File: src/pbu_pkg.sv
// ----------------------------------------------------------------------------
// pbu_pkg
// Shared types, register map, equation and factor codes, and helper
// functions for the pixel blend unit.
// ----------------------------------------------------------------------------
package pbu_pkg;

   // Input pixel pair: first field in the most significant byte
   typedef struct packed {
      logic [7:0] src_red;
      logic [7:0] src_green;
      logic [7:0] src_blue;
      logic [7:0] src_alpha;
      logic [7:0] dst_red;
      logic [7:0] dst_green;
      logic [7:0] dst_blue;
      logic [7:0] dst_alpha;
   } req_type;

   typedef struct packed {
      logic [7:0] out_red;
      logic [7:0] out_green;
      logic [7:0] out_blue;
      logic [7:0] out_alpha;
   } rsp_type;

   // Lane 0 red, 1 green, 2 blue, 3 alpha
   typedef logic [3:0][7:0]  quad_type;
   typedef logic [3:0][15:0] quad_wide_type;

   localparam int ALPHA_LANE = 3;

   // Register file contents
   typedef struct packed {
      logic [2:0] color_eq;
      logic [2:0] alpha_eq;
      logic [3:0] color_src_fac;
      logic [3:0] color_dst_fac;
      logic [3:0] alpha_src_fac;
      logic [3:0] alpha_dst_fac;
   } cfg_type;

   // Register indexes (byte address = 4 * index)
   localparam int          CSR_ADDR_W      = 5;
   localparam logic [2:0]  REG_COLOR_EQ    = 3'd0;
   localparam logic [2:0]  REG_ALPHA_EQ    = 3'd1;
   localparam logic [2:0]  REG_COLOR_SRC   = 3'd2;
   localparam logic [2:0]  REG_COLOR_DST   = 3'd3;
   localparam logic [2:0]  REG_ALPHA_SRC   = 3'd4;
   localparam logic [2:0]  REG_ALPHA_DST   = 3'd5;

   // Blend equations
   localparam logic [2:0]  EQ_ADD  = 3'd0;
   localparam logic [2:0]  EQ_SUB  = 3'd1;
   localparam logic [2:0]  EQ_RSUB = 3'd2;
   localparam logic [2:0]  EQ_MIN  = 3'd3;
   localparam logic [2:0]  EQ_MAX  = 3'd4;

   // Factor modes
   localparam logic [3:0]  FAC_ZERO          = 4'd0;
   localparam logic [3:0]  FAC_ONE           = 4'd1;
   localparam logic [3:0]  FAC_SRC           = 4'd2;
   localparam logic [3:0]  FAC_INV_SRC       = 4'd3;
   localparam logic [3:0]  FAC_DST           = 4'd4;
   localparam logic [3:0]  FAC_INV_DST       = 4'd5;
   localparam logic [3:0]  FAC_SRC_ALPHA     = 4'd6;
   localparam logic [3:0]  FAC_INV_SRC_ALPHA = 4'd7;
   localparam logic [3:0]  FAC_DST_ALPHA     = 4'd8;
   localparam logic [3:0]  FAC_INV_DST_ALPHA = 4'd9;
   localparam logic [3:0]  FAC_DA_INV_SA     = 4'd10;

   // Reset values of the registers
   localparam logic [2:0]  RST_COLOR_EQ  = EQ_ADD;
   localparam logic [2:0]  RST_ALPHA_EQ  = EQ_ADD;
   localparam logic [3:0]  RST_COLOR_SRC = FAC_SRC_ALPHA;
   localparam logic [3:0]  RST_COLOR_DST = FAC_INV_SRC_ALPHA;
   localparam logic [3:0]  RST_ALPHA_SRC = FAC_ONE;
   localparam logic [3:0]  RST_ALPHA_DST = FAC_INV_SRC_ALPHA;

   localparam logic [7:0]  UNORM_ONE   = 8'd255;
   localparam logic [15:0] ROUND_BIAS  = 16'd127;

   // Exact x / 255 for x below 65280
   function automatic logic [7:0] div255(input logic [15:0] x);
      logic [16:0] t;
      t = {1'b0, x} + {9'd0, x[15:8]} + 17'd1;
      return t[15:8];
   endfunction

   // x * y + 127, ready for div255
   function automatic logic [15:0] mul_biased(input logic [7:0] x, input logic [7:0] y);
      logic [15:0] p;
      p = {8'd0, x} * {8'd0, y};
      return p + ROUND_BIAS;
   endfunction

   function automatic logic [7:0] factor_sel(
      input logic [3:0] mode,
      input logic [7:0] s,
      input logic [7:0] d,
      input logic [7:0] sa,
      input logic [7:0] da,
      input logic [7:0] da_inv_sa
   );
      logic [7:0] f;
      unique case (mode)
         FAC_ZERO:          f = 8'd0;
         FAC_ONE:           f = UNORM_ONE;
         FAC_SRC:           f = s;
         FAC_INV_SRC:       f = UNORM_ONE - s;
         FAC_DST:           f = d;
         FAC_INV_DST:       f = UNORM_ONE - d;
         FAC_SRC_ALPHA:     f = sa;
         FAC_INV_SRC_ALPHA: f = UNORM_ONE - sa;
         FAC_DST_ALPHA:     f = da;
         FAC_INV_DST_ALPHA: f = UNORM_ONE - da;
         FAC_DA_INV_SA:     f = da_inv_sa;
         default:           f = 8'd0;
      endcase
      return f;
   endfunction

   // Stage bundles between the pipeline modules
   typedef struct packed {
      logic     valid;
      quad_type src;
      quad_type dst;
      quad_type fs;
      quad_type fd;
   } fac_stage_type;

   typedef struct packed {
      logic          valid;
      quad_type      src;
      quad_type      dst;
      quad_wide_type ps_raw;
      quad_wide_type pd_raw;
   } prod_stage_type;

endpackage

File: src/pbu_factor.sv
// ----------------------------------------------------------------------------
// pbu_factor
// Stages 1 and 2: capture the pixel pair with the blended-alpha product,
// then pick source and destination factors for all four lanes.
// ----------------------------------------------------------------------------
module pbu_factor (
   input  logic                  clock,
   input  logic                  reset,
   input  logic                  in_valid,
   input  pbu_pkg::req_type      in_pix,
   input  pbu_pkg::cfg_type      cfg,
   output pbu_pkg::fac_stage_type out_stage
);

   logic              s1_valid_ff;
   pbu_pkg::quad_type s1_src_ff, s1_src_in;
   pbu_pkg::quad_type s1_dst_ff, s1_dst_in;
   logic [15:0]       s1_dainv_ff, s1_dainv_in;

   pbu_pkg::fac_stage_type s2_ff, s2_in;

   logic [7:0] da_inv_sa;

   always_comb begin
      s1_src_in   = {in_pix.src_alpha, in_pix.src_blue, in_pix.src_green, in_pix.src_red};
      s1_dst_in   = {in_pix.dst_alpha, in_pix.dst_blue, in_pix.dst_green, in_pix.dst_red};
      s1_dainv_in = pbu_pkg::mul_biased(in_pix.dst_alpha, pbu_pkg::UNORM_ONE - in_pix.src_alpha);
   end

   always_ff @(posedge clock) begin
      if (reset) begin
         s1_valid_ff <= 1'b0;
      end else begin
         s1_valid_ff <= in_valid;
      end
      s1_src_ff   <= s1_src_in;
      s1_dst_ff   <= s1_dst_in;
      s1_dainv_ff <= s1_dainv_in;
   end

   assign da_inv_sa = pbu_pkg::div255(s1_dainv_ff);

   always_comb begin
      s2_in       = '0;
      s2_in.valid = s1_valid_ff;
      s2_in.src   = s1_src_ff;
      s2_in.dst   = s1_dst_ff;
      for (int i = 0; i < 4; i++) begin
         if (i == pbu_pkg::ALPHA_LANE) begin
            s2_in.fs[i] = pbu_pkg::factor_sel(cfg.alpha_src_fac, s1_src_ff[i], s1_dst_ff[i],
               s1_src_ff[pbu_pkg::ALPHA_LANE], s1_dst_ff[pbu_pkg::ALPHA_LANE], da_inv_sa);
            s2_in.fd[i] = pbu_pkg::factor_sel(cfg.alpha_dst_fac, s1_src_ff[i], s1_dst_ff[i],
               s1_src_ff[pbu_pkg::ALPHA_LANE], s1_dst_ff[pbu_pkg::ALPHA_LANE], da_inv_sa);
         end else begin
            s2_in.fs[i] = pbu_pkg::factor_sel(cfg.color_src_fac, s1_src_ff[i], s1_dst_ff[i],
               s1_src_ff[pbu_pkg::ALPHA_LANE], s1_dst_ff[pbu_pkg::ALPHA_LANE], da_inv_sa);
            s2_in.fd[i] = pbu_pkg::factor_sel(cfg.color_dst_fac, s1_src_ff[i], s1_dst_ff[i],
               s1_src_ff[pbu_pkg::ALPHA_LANE], s1_dst_ff[pbu_pkg::ALPHA_LANE], da_inv_sa);
         end
      end
   end

   always_ff @(posedge clock) begin
      if (reset) begin
         s2_ff.valid <= 1'b0;
      end else begin
         s2_ff.valid <= s2_in.valid;
      end
      s2_ff.src <= s2_in.src;
      s2_ff.dst <= s2_in.dst;
      s2_ff.fs  <= s2_in.fs;
      s2_ff.fd  <= s2_in.fd;
   end

   assign out_stage = s2_ff;

endmodule

File: src/pbu_product.sv
// ----------------------------------------------------------------------------
// pbu_product
// Stage 3: multiply each channel by its factor, with rounding bias added.
// ----------------------------------------------------------------------------
module pbu_product (
   input  logic                    clock,
   input  logic                    reset,
   input  pbu_pkg::fac_stage_type  in_stage,
   output pbu_pkg::prod_stage_type out_stage
);

   pbu_pkg::prod_stage_type s3_ff, s3_in;

   always_comb begin
      s3_in       = '0;
      s3_in.valid = in_stage.valid;
      s3_in.src   = in_stage.src;
      s3_in.dst   = in_stage.dst;
      for (int i = 0; i < 4; i++) begin
         s3_in.ps_raw[i] = pbu_pkg::mul_biased(in_stage.src[i], in_stage.fs[i]);
         s3_in.pd_raw[i] = pbu_pkg::mul_biased(in_stage.dst[i], in_stage.fd[i]);
      end
   end

   always_ff @(posedge clock) begin
      if (reset) begin
         s3_ff.valid <= 1'b0;
      end else begin
         s3_ff.valid <= s3_in.valid;
      end
      s3_ff.src    <= s3_in.src;
      s3_ff.dst    <= s3_in.dst;
      s3_ff.ps_raw <= s3_in.ps_raw;
      s3_ff.pd_raw <= s3_in.pd_raw;
   end

   assign out_stage = s3_ff;

endmodule

File: src/pbu_combine.sv
// ----------------------------------------------------------------------------
// pbu_combine
// Stage 4: scale the products back to unorm8 and apply the blend equation
// with saturation; register the result and its strobe.
// ----------------------------------------------------------------------------
module pbu_combine (
   input  logic                    clock,
   input  logic                    reset,
   input  pbu_pkg::prod_stage_type in_stage,
   input  pbu_pkg::cfg_type        cfg,
   output logic                    out_valid,
   output pbu_pkg::rsp_type        out_pix
);

   logic              s4_valid_ff;
   pbu_pkg::quad_type s4_res_ff, s4_res_in;

   always_comb begin
      logic [7:0] ps;
      logic [7:0] pd;
      logic [8:0] sum;
      logic [2:0] eq;
      for (int i = 0; i < 4; i++) begin
         ps  = pbu_pkg::div255(in_stage.ps_raw[i]);
         pd  = pbu_pkg::div255(in_stage.pd_raw[i]);
         sum = {1'b0, ps} + {1'b0, pd};
         eq  = (i == pbu_pkg::ALPHA_LANE) ? cfg.alpha_eq : cfg.color_eq;
         unique case (eq)
            pbu_pkg::EQ_ADD:  s4_res_in[i] = sum[8] ? pbu_pkg::UNORM_ONE : sum[7:0];
            pbu_pkg::EQ_SUB:  s4_res_in[i] = (ps > pd) ? ps - pd : 8'd0;
            pbu_pkg::EQ_RSUB: s4_res_in[i] = (pd > ps) ? pd - ps : 8'd0;
            pbu_pkg::EQ_MIN:  s4_res_in[i] = (in_stage.src[i] < in_stage.dst[i]) ?
                                             in_stage.src[i] : in_stage.dst[i];
            pbu_pkg::EQ_MAX:  s4_res_in[i] = (in_stage.src[i] > in_stage.dst[i]) ?
                                             in_stage.src[i] : in_stage.dst[i];
            default:          s4_res_in[i] = 8'd0;
         endcase
      end
   end

   always_ff @(posedge clock) begin
      if (reset) begin
         s4_valid_ff <= 1'b0;
      end else begin
         s4_valid_ff <= in_stage.valid;
      end
      s4_res_ff <= s4_res_in;
   end

   assign out_valid         = s4_valid_ff;
   assign out_pix.out_red   = s4_res_ff[0];
   assign out_pix.out_green = s4_res_ff[1];
   assign out_pix.out_blue  = s4_res_ff[2];
   assign out_pix.out_alpha = s4_res_ff[pbu_pkg::ALPHA_LANE];

endmodule

File: src/pixel_blend_unit_core.sv
// ----------------------------------------------------------------------------
// pixel_blend_unit_core
// Separate RGB / alpha blend-equation unit on unorm8 RGBA pixels.
// ----------------------------------------------------------------------------
// Usage:
//   Input channel: drive req_data (source and destination pixel) and pulse
//   start; the pair is taken at every rising edge with start high and busy
//   low. busy stays low, so a new pair may enter in every cycle.
//   Result channel: rsp_data carries the blended pixel for exactly one cycle
//   with rsp_valid high; the strobe rises once the pair has passed the stage
//   1 to 4 registers, and the result transfers at the edge that samples it.
//   Results leave in input order; one result per input.
//   Throughput is one pixel per clock, set by the four-stage pipeline:
//   alpha product, factor select, channel multiply, rescale and combine.
//   The receiver has no back-pressure: it must take each result when shown.
//   Configuration: APB-style port, registers at byte address 4*index:
//   color equation, alpha equation, then color source/dest factor and alpha
//   source/dest factor. Write only while no pixel is in flight.
//   Reset (synchronous, active high) drops all pixels in flight and loads the
//   default source-over setup.
// ----------------------------------------------------------------------------
module pixel_blend_unit_core (
   input  logic                          clock,
   input  logic                          reset,
   // input channel
   input  logic                          start,
   output logic                          busy,
   input  pbu_pkg::req_type              req_data,
   // result channel
   output logic                          rsp_valid,
   output pbu_pkg::rsp_type              rsp_data,
   // configuration port
   input  logic                          psel,
   input  logic                          penable,
   input  logic                          pwrite,
   input  logic [pbu_pkg::CSR_ADDR_W-1:0] paddr,
   input  logic [31:0]                   pwdata,
   output logic [31:0]                   prdata,
   output logic                          pready
);

   pbu_pkg::cfg_type cfg_ff;

   pbu_pkg::fac_stage_type  fac_stage;
   pbu_pkg::prod_stage_type prod_stage;

   logic       csr_wr;
   logic [2:0] csr_index;

   // The pipeline never holds off the source.
   assign busy   = 1'b0;
   assign pready = 1'b1;

   // A write transfer completes in the access phase.
   assign csr_wr    = psel & penable & pwrite & pready;
   assign csr_index = paddr[pbu_pkg::CSR_ADDR_W-1:2];

   // Register file: mask the written value to the register width, drop
   // writes beyond the last register.
   always_ff @(posedge clock) begin
      if (reset) begin
         cfg_ff.color_eq      <= pbu_pkg::RST_COLOR_EQ;
         cfg_ff.alpha_eq      <= pbu_pkg::RST_ALPHA_EQ;
         cfg_ff.color_src_fac <= pbu_pkg::RST_COLOR_SRC;
         cfg_ff.color_dst_fac <= pbu_pkg::RST_COLOR_DST;
         cfg_ff.alpha_src_fac <= pbu_pkg::RST_ALPHA_SRC;
         cfg_ff.alpha_dst_fac <= pbu_pkg::RST_ALPHA_DST;
      end else if (csr_wr) begin
         unique case (csr_index)
            pbu_pkg::REG_COLOR_EQ:  cfg_ff.color_eq      <= pwdata[2:0];
            pbu_pkg::REG_ALPHA_EQ:  cfg_ff.alpha_eq      <= pwdata[2:0];
            pbu_pkg::REG_COLOR_SRC: cfg_ff.color_src_fac <= pwdata[3:0];
            pbu_pkg::REG_COLOR_DST: cfg_ff.color_dst_fac <= pwdata[3:0];
            pbu_pkg::REG_ALPHA_SRC: cfg_ff.alpha_src_fac <= pwdata[3:0];
            pbu_pkg::REG_ALPHA_DST: cfg_ff.alpha_dst_fac <= pwdata[3:0];
            default: ;
         endcase
      end
   end

   // Read back the addressed register, zero above its width.
   always_comb begin
      unique case (csr_index)
         pbu_pkg::REG_COLOR_EQ:  prdata = {29'd0, cfg_ff.color_eq};
         pbu_pkg::REG_ALPHA_EQ:  prdata = {29'd0, cfg_ff.alpha_eq};
         pbu_pkg::REG_COLOR_SRC: prdata = {28'd0, cfg_ff.color_src_fac};
         pbu_pkg::REG_COLOR_DST: prdata = {28'd0, cfg_ff.color_dst_fac};
         pbu_pkg::REG_ALPHA_SRC: prdata = {28'd0, cfg_ff.alpha_src_fac};
         pbu_pkg::REG_ALPHA_DST: prdata = {28'd0, cfg_ff.alpha_dst_fac};
         default:                prdata = 32'd0;
      endcase
   end

   // Stages 1-2: capture pair, form dst alpha * (1 - src alpha), pick factors
   pbu_factor u_factor (
      .clock     (clock),
      .reset     (reset),
      .in_valid  (start & ~busy),
      .in_pix    (req_data),
      .cfg       (cfg_ff),
      .out_stage (fac_stage)
   );

   // Stage 3: channel times factor
   pbu_product u_product (
      .clock     (clock),
      .reset     (reset),
      .in_stage  (fac_stage),
      .out_stage (prod_stage)
   );

   // Stage 4: rescale, apply equation, saturate, present the transfer
   pbu_combine u_combine (
      .clock     (clock),
      .reset     (reset),
      .in_stage  (prod_stage),
      .cfg       (cfg_ff),
      .out_valid (rsp_valid),
      .out_pix   (rsp_data)
   );

endmodule

File: config.mk
export PLATFORM = sky130hd
export DESIGN_NAME = pixel_blend_unit_core
export DESIGN_NICKNAME = d
export VERILOG_FILES = /design/src/pbu_pkg.sv /design/src/pbu_factor.sv /design/src/pbu_product.sv /design/src/pbu_combine.sv /design/src/pixel_blend_unit_core.sv
export SDC_FILE = /design/constraint.sdc
export NUM_CORES = 2
export LEC_CHECK = 0
export ABC_AREA = 1
export BUFFER_PORTS_ARGS = -buffer_cell sky130_fd_sc_hd__buf_2
export CAP_MARGIN = 0
export CORE_ASPECT_RATIO = 0.75
export CORE_MARGIN = 1
export CORE_UTILIZATION = 45
export CTS_CLUSTER_DIAMETER = 150
export CTS_CLUSTER_SIZE = 28
export DETAILED_ROUTE_END_ITERATION = 8
export GPL_TIMING_DRIVEN = 0
export PLACE_DENSITY = 0.59
export SKIP_LAST_GASP = 1
export SLEW_MARGIN = 20
export SYNTH_ARGS = -nofsm -noshare
export SYNTH_HDL_FRONTEND = slang
export SYNTH_SLANG_ARGS = --single-unit
File: constraint.sdc
create_clock -name clock -period 6.05 [get_ports clock]
set_clock_uncertainty 0.05 [all_clocks]
set_input_delay 0.9075 -clock clock [delete_from_list [all_inputs] [get_ports clock]]
set_output_delay 0.9075 -clock clock [all_outputs]
set_load 0.005 [all_outputs]
==> metrics.csv <==
stage;metric;value;unit
placement;hpwl;103000;µm
timing;postLayoutSetupSlackWorst;1.26;ns
clocking;cts_buffers;20;
timing;max_slew_margin;28.9;%
timing;post-route-period-util;79.1;%
global_routing;grt_max_degree;29;
drt;wl_per_cell;16.3;µm
final_layout;seqCellArea;9170;µm²
die;dieArea;99500;µm²
setup_path;crit_chain;clkbuf_1, nand2_1, fa_1, inv_1, fa_1, fa_1, inv_1, fa_1, inv_1, ha_1, a21oi_1, a21boi_0, o21ai_0, nand2_1, nand2_1, nand2_1, nand2_1;
setup_path;crit_type;reg2reg;
synthesis;synth_flop_cell;dfxtp_1;
setup_path;crit_buf_inv;4;
power_and_ir_drop;max-vdd-ir-drop;0.249;mV
power_and_ir_drop;power_frac_seq;18.8;%
synthesis;syn_avg_cell_area;7.22;µm²
timing;hold_viol;0;
final_layout;final_cells;7601;
timing;max_clock_freq;209;MHz
setup_path;cp_slowest_stage_delay;0.55;ns
setup_path;end_kind;flip-flop;
die;num_rows;99;
drt;drtPass1Iterations;9;
synthesis;yosysWarnings;0;
drt;vias_per_cell;5.04;
power_and_ir_drop;intPower;11.0;mW
timing;fin_crit;4.79;ns
final_layout;nNetsFinal;7277;
clocking;cts_resized;0;
setup_path;critPathMostFrequentCell;nand2_1;
drt;routed_wl;124000;µm
die;initial_core_util;45.5;%
die;core_area;97200;µm²
power_and_ir_drop;p_leak;26.8;nW
drt;drt_iter0_drc;3126;
setup_path;cpMaxStageDelayCell;fa_1;
timing;setup_violations;0;
placement;gp_congestion;0.997;
global_routing;grt_antenna_before_repair;7;
power_and_ir_drop;switching_share;53.3;%
synthesis;synth_area;44200;µm²
power_and_ir_drop;comb_power_share;74.2;%
synthesis;synth_cell_types;50;
timing;setup_tns;0;ns
setup_path;critPathTopFamily;adder cells;
global_routing;overflow;0;
drt;via_count;38300;
synthesis;syn_inst;6120;
global_routing;grt_pass1_vias;36300;
global_routing;use_met2;37.1;%
drt;drc;0;
synthesis;synth_edf_count;0;
clocking;clockRootBuffer;clkbuf_16;
die;ios;174;
placement;post-place-cells;7574;
placement;post-place-ws;0.906;ns
final_layout;fill_cells;9968;
global_routing;busiest_layer;met1;
synthesis;async_flop_share;0;%
timing;maxSlewViolCount;0;
power_and_ir_drop;power_density;500;nW/µm²
die;die_h;273;µm
clocking;clkTransAtPathRegs;0.12;ns
clocking;cts_setup_buffers;0;
clocking;cts.path.max_buffers;3;
setup_path;crit_fanout;8;
synthesis;synth_seq_cells;458;
setup_path;worstPathArrival;5.25;ns
worst_hold_path;min_path_type;reg2reg;
die;die_w;364;µm
clocking;cts_sinks;458;
clocking;ctsHoldBuffers;0;
clocking;ctsHtreeMaxLevel;1;
run_status;status;completed;
final_layout;syn_to_final_growth;6.57;%
synthesis;ys_seq_area_share;20.7;%
final_layout;drive_above_1_share;4.45;%
timing;tightest_slew;1.06;ns
drt;ant_nets;0;
global_routing;met3_usage;3.01;%
clocking;cts_tree;done;
power_and_ir_drop;power.share.clock;7.1;%
global_routing;use_met1;38.3;%
power_and_ir_drop;switching_power;12.6;mW
global_routing;grt_use_total;25.0;%
clocking;clkLatencyLatePin;0.61;ns
setup_path;crit_required;6.52;ns
final_layout;multi_input_area;29300;µm²
timing;rsz0062_at_grt;false;
run;maxCapViolCount;0;
placement;io_buffers;112;
global_routing;grt_pass1_wl;198000;µm
setup_path;crit_path_start_kind;flip-flop;
[cell usage in the layout (no fill, tap or decap), types with 5 or more instances in the layout]
cell type / count
buf_2: 162
clkbuf_1: 131
a21o_1: 16
or2_2: 5
o21bai_1: 23
nand2_2: 5
conb_1: 30
o22ai_1: 95
nor3_2: 9
nand4_1: 60
a21oi_2: 8
a31oi_1: 23
nand3b_1: 29
nor2_2: 9
xor2_1: 104
fa_1: 390
nor3_1: 72
ha_1: 497
nand3_1: 408
xnor2_1: 37
buf_4: 38
a21boi_0: 6
inv_2: 8
nor2_1: 329
o211ai_1: 11
o21a_1: 5
clkbuf_16: 21
a21oi_1: 217
o21ai_0: 109
dfxtp_1: 458
inv_1: 1278
nand2_1: 1619
a211oi_1: 12
nor4_1: 29
[synthesized netlist by cell type (2+ instances only)]
master	number	area share (%)
o21bai_1	23	0.39
fa_1	390	18
conb_1	2	0.017
nor2_4	3	0.076
nand3b_1	29	0.49
a21o_1	16	0.27
nor3_1	74	0.84
clkbuf_1	130	1.1
a211oi_1	12	0.20
inv_2	8	0.068
xnor2_1	37	0.73
o211ai_1	11	0.19
ha_1	497	14
nor4_1	29	0.41
or2_2	5	0.071
buf_2	50	0.57
a21boi_0	6	0.10
inv_1	1278	11
buf_4	38	0.65
o31ai_1	4	0.068
nor2_2	9	0.13
a21oi_2	8	0.16
o21ai_0	109	1.2
a21oi_1	217	2.5
a22oi_1	2	0.034
nand2_1	1619	14
o22ai_1	95	1.3
dfxtp_1	458	21
nand2_2	5	0.071
and2_1	3	0.042
nor3_2	10	0.23
xor2_1	104	2.1
nand3_1	408	4.6
nand4_1	60	0.85
a31oi_1	23	0.33
o21ai_1	2	0.023
nor2_1	329	2.8
o21a_1	5	0.085
[routing by layer]
metal / wire, µm / part of all wire, %
met1: 62200 / 50
met2: 50700 / 41
met3: 7780 / 6.3
met4: 2870 / 2.3
met5: 0 / 0
[worst paths after layout]
kind                                               from                        to  slack (ns)  cells after the start
worst max-delay path            u_factor.out_stage[126]  u_product.out_stage[123]        1.26                     17
worst max register to register  u_factor.out_stage[126]  u_product.out_stage[123]        1.26                     17
worst min register to register   u_factor.out_stage[65]  u_product.out_stage[129]        0.30                      0
worst min-delay path             u_factor.out_stage[65]  u_product.out_stage[129]        0.30                      0
[final cells by class]
class	count	area share (%)
buffer	220	2.21
clock inverter	3	0.0505
antenna	2	0.0106
timing repair buffer	113	1.21
clock buffer	22	1.12
tap	1313	3.49
inverter	1287	10.3
sequential	458	19.5
multi-input combinational	4183	62.2
[kinds of logic after synthesis]
group                    share of synthesized area, %
AND/OR/NAND/NOR                                  24.4
XOR/XNOR                                         2.79
adder cells (fa/ha/maj)                          31.7
buffers and inverters                            13.3
other                                          0.0170
flip-flops                                       20.7
AO/OA/AOI/OAI                                    7.02
[worst reg2reg max path, stage by stage (launching register included)]
cell,delay [ns]
dfxtp_1,0.43
clkbuf_1,0.37
nand2_1,0.15
fa_1,0.55
inv_1,0.05
fa_1,0.50
fa_1,0.55
inv_1,0.05
fa_1,0.47
inv_1,0.04
ha_1,0.34
a21oi_1,0.22
a21boi_0,0.46
o21ai_0,0.21
nand2_1,0.11
nand2_1,0.06
nand2_1,0.07
nand2_1,0.04
[state kept, by name, indices dropped and copies added, names as in the netlist]
signal and count:
u_product.out_stage 193, cfg_ff 22, u_factor.s1_dst_ff 32, u_factor.s1_src_ff 32, u_combine.out_valid 1, u_factor.out_stage 129
u_factor.s1_valid_ff 1, u_factor.s1_dainv_ff 16, u_combine.out_pix 32
[metrics by stage]
| step | hold slack (ns) | power [mW] | instance area (µm²) | utilization, % |
|---|---|---|---|---|
| detailed placement | 0.284 | 21.8 | 46600 | 47.9 |
| global placement | 0.284 | 21.6 | 46500 | 47.8 |
| global route | 0.306 | 26.5 | 47100 | 48.5 |
| CTS | 0.292 | 23.6 | 47100 | 48.4 |
| finish | 0.297 | 23.6 | 47100 | 48.5 |
| floorplan | 0.276 | 17.6 | 44300 | - |
[power by group through the flow]
stage	clock [mW]	combinational, mW	sequential [mW]
floorplan	0	13.3	4.24
finish	1.67	17.5	4.42
detailed placement	0	17.3	4.49
CTS	1.73	17.4	4.42
global placement	0	17.1	4.49
global route	1.83	20.1	4.50
Note: power is estimated with default switching activity, not from simulation.
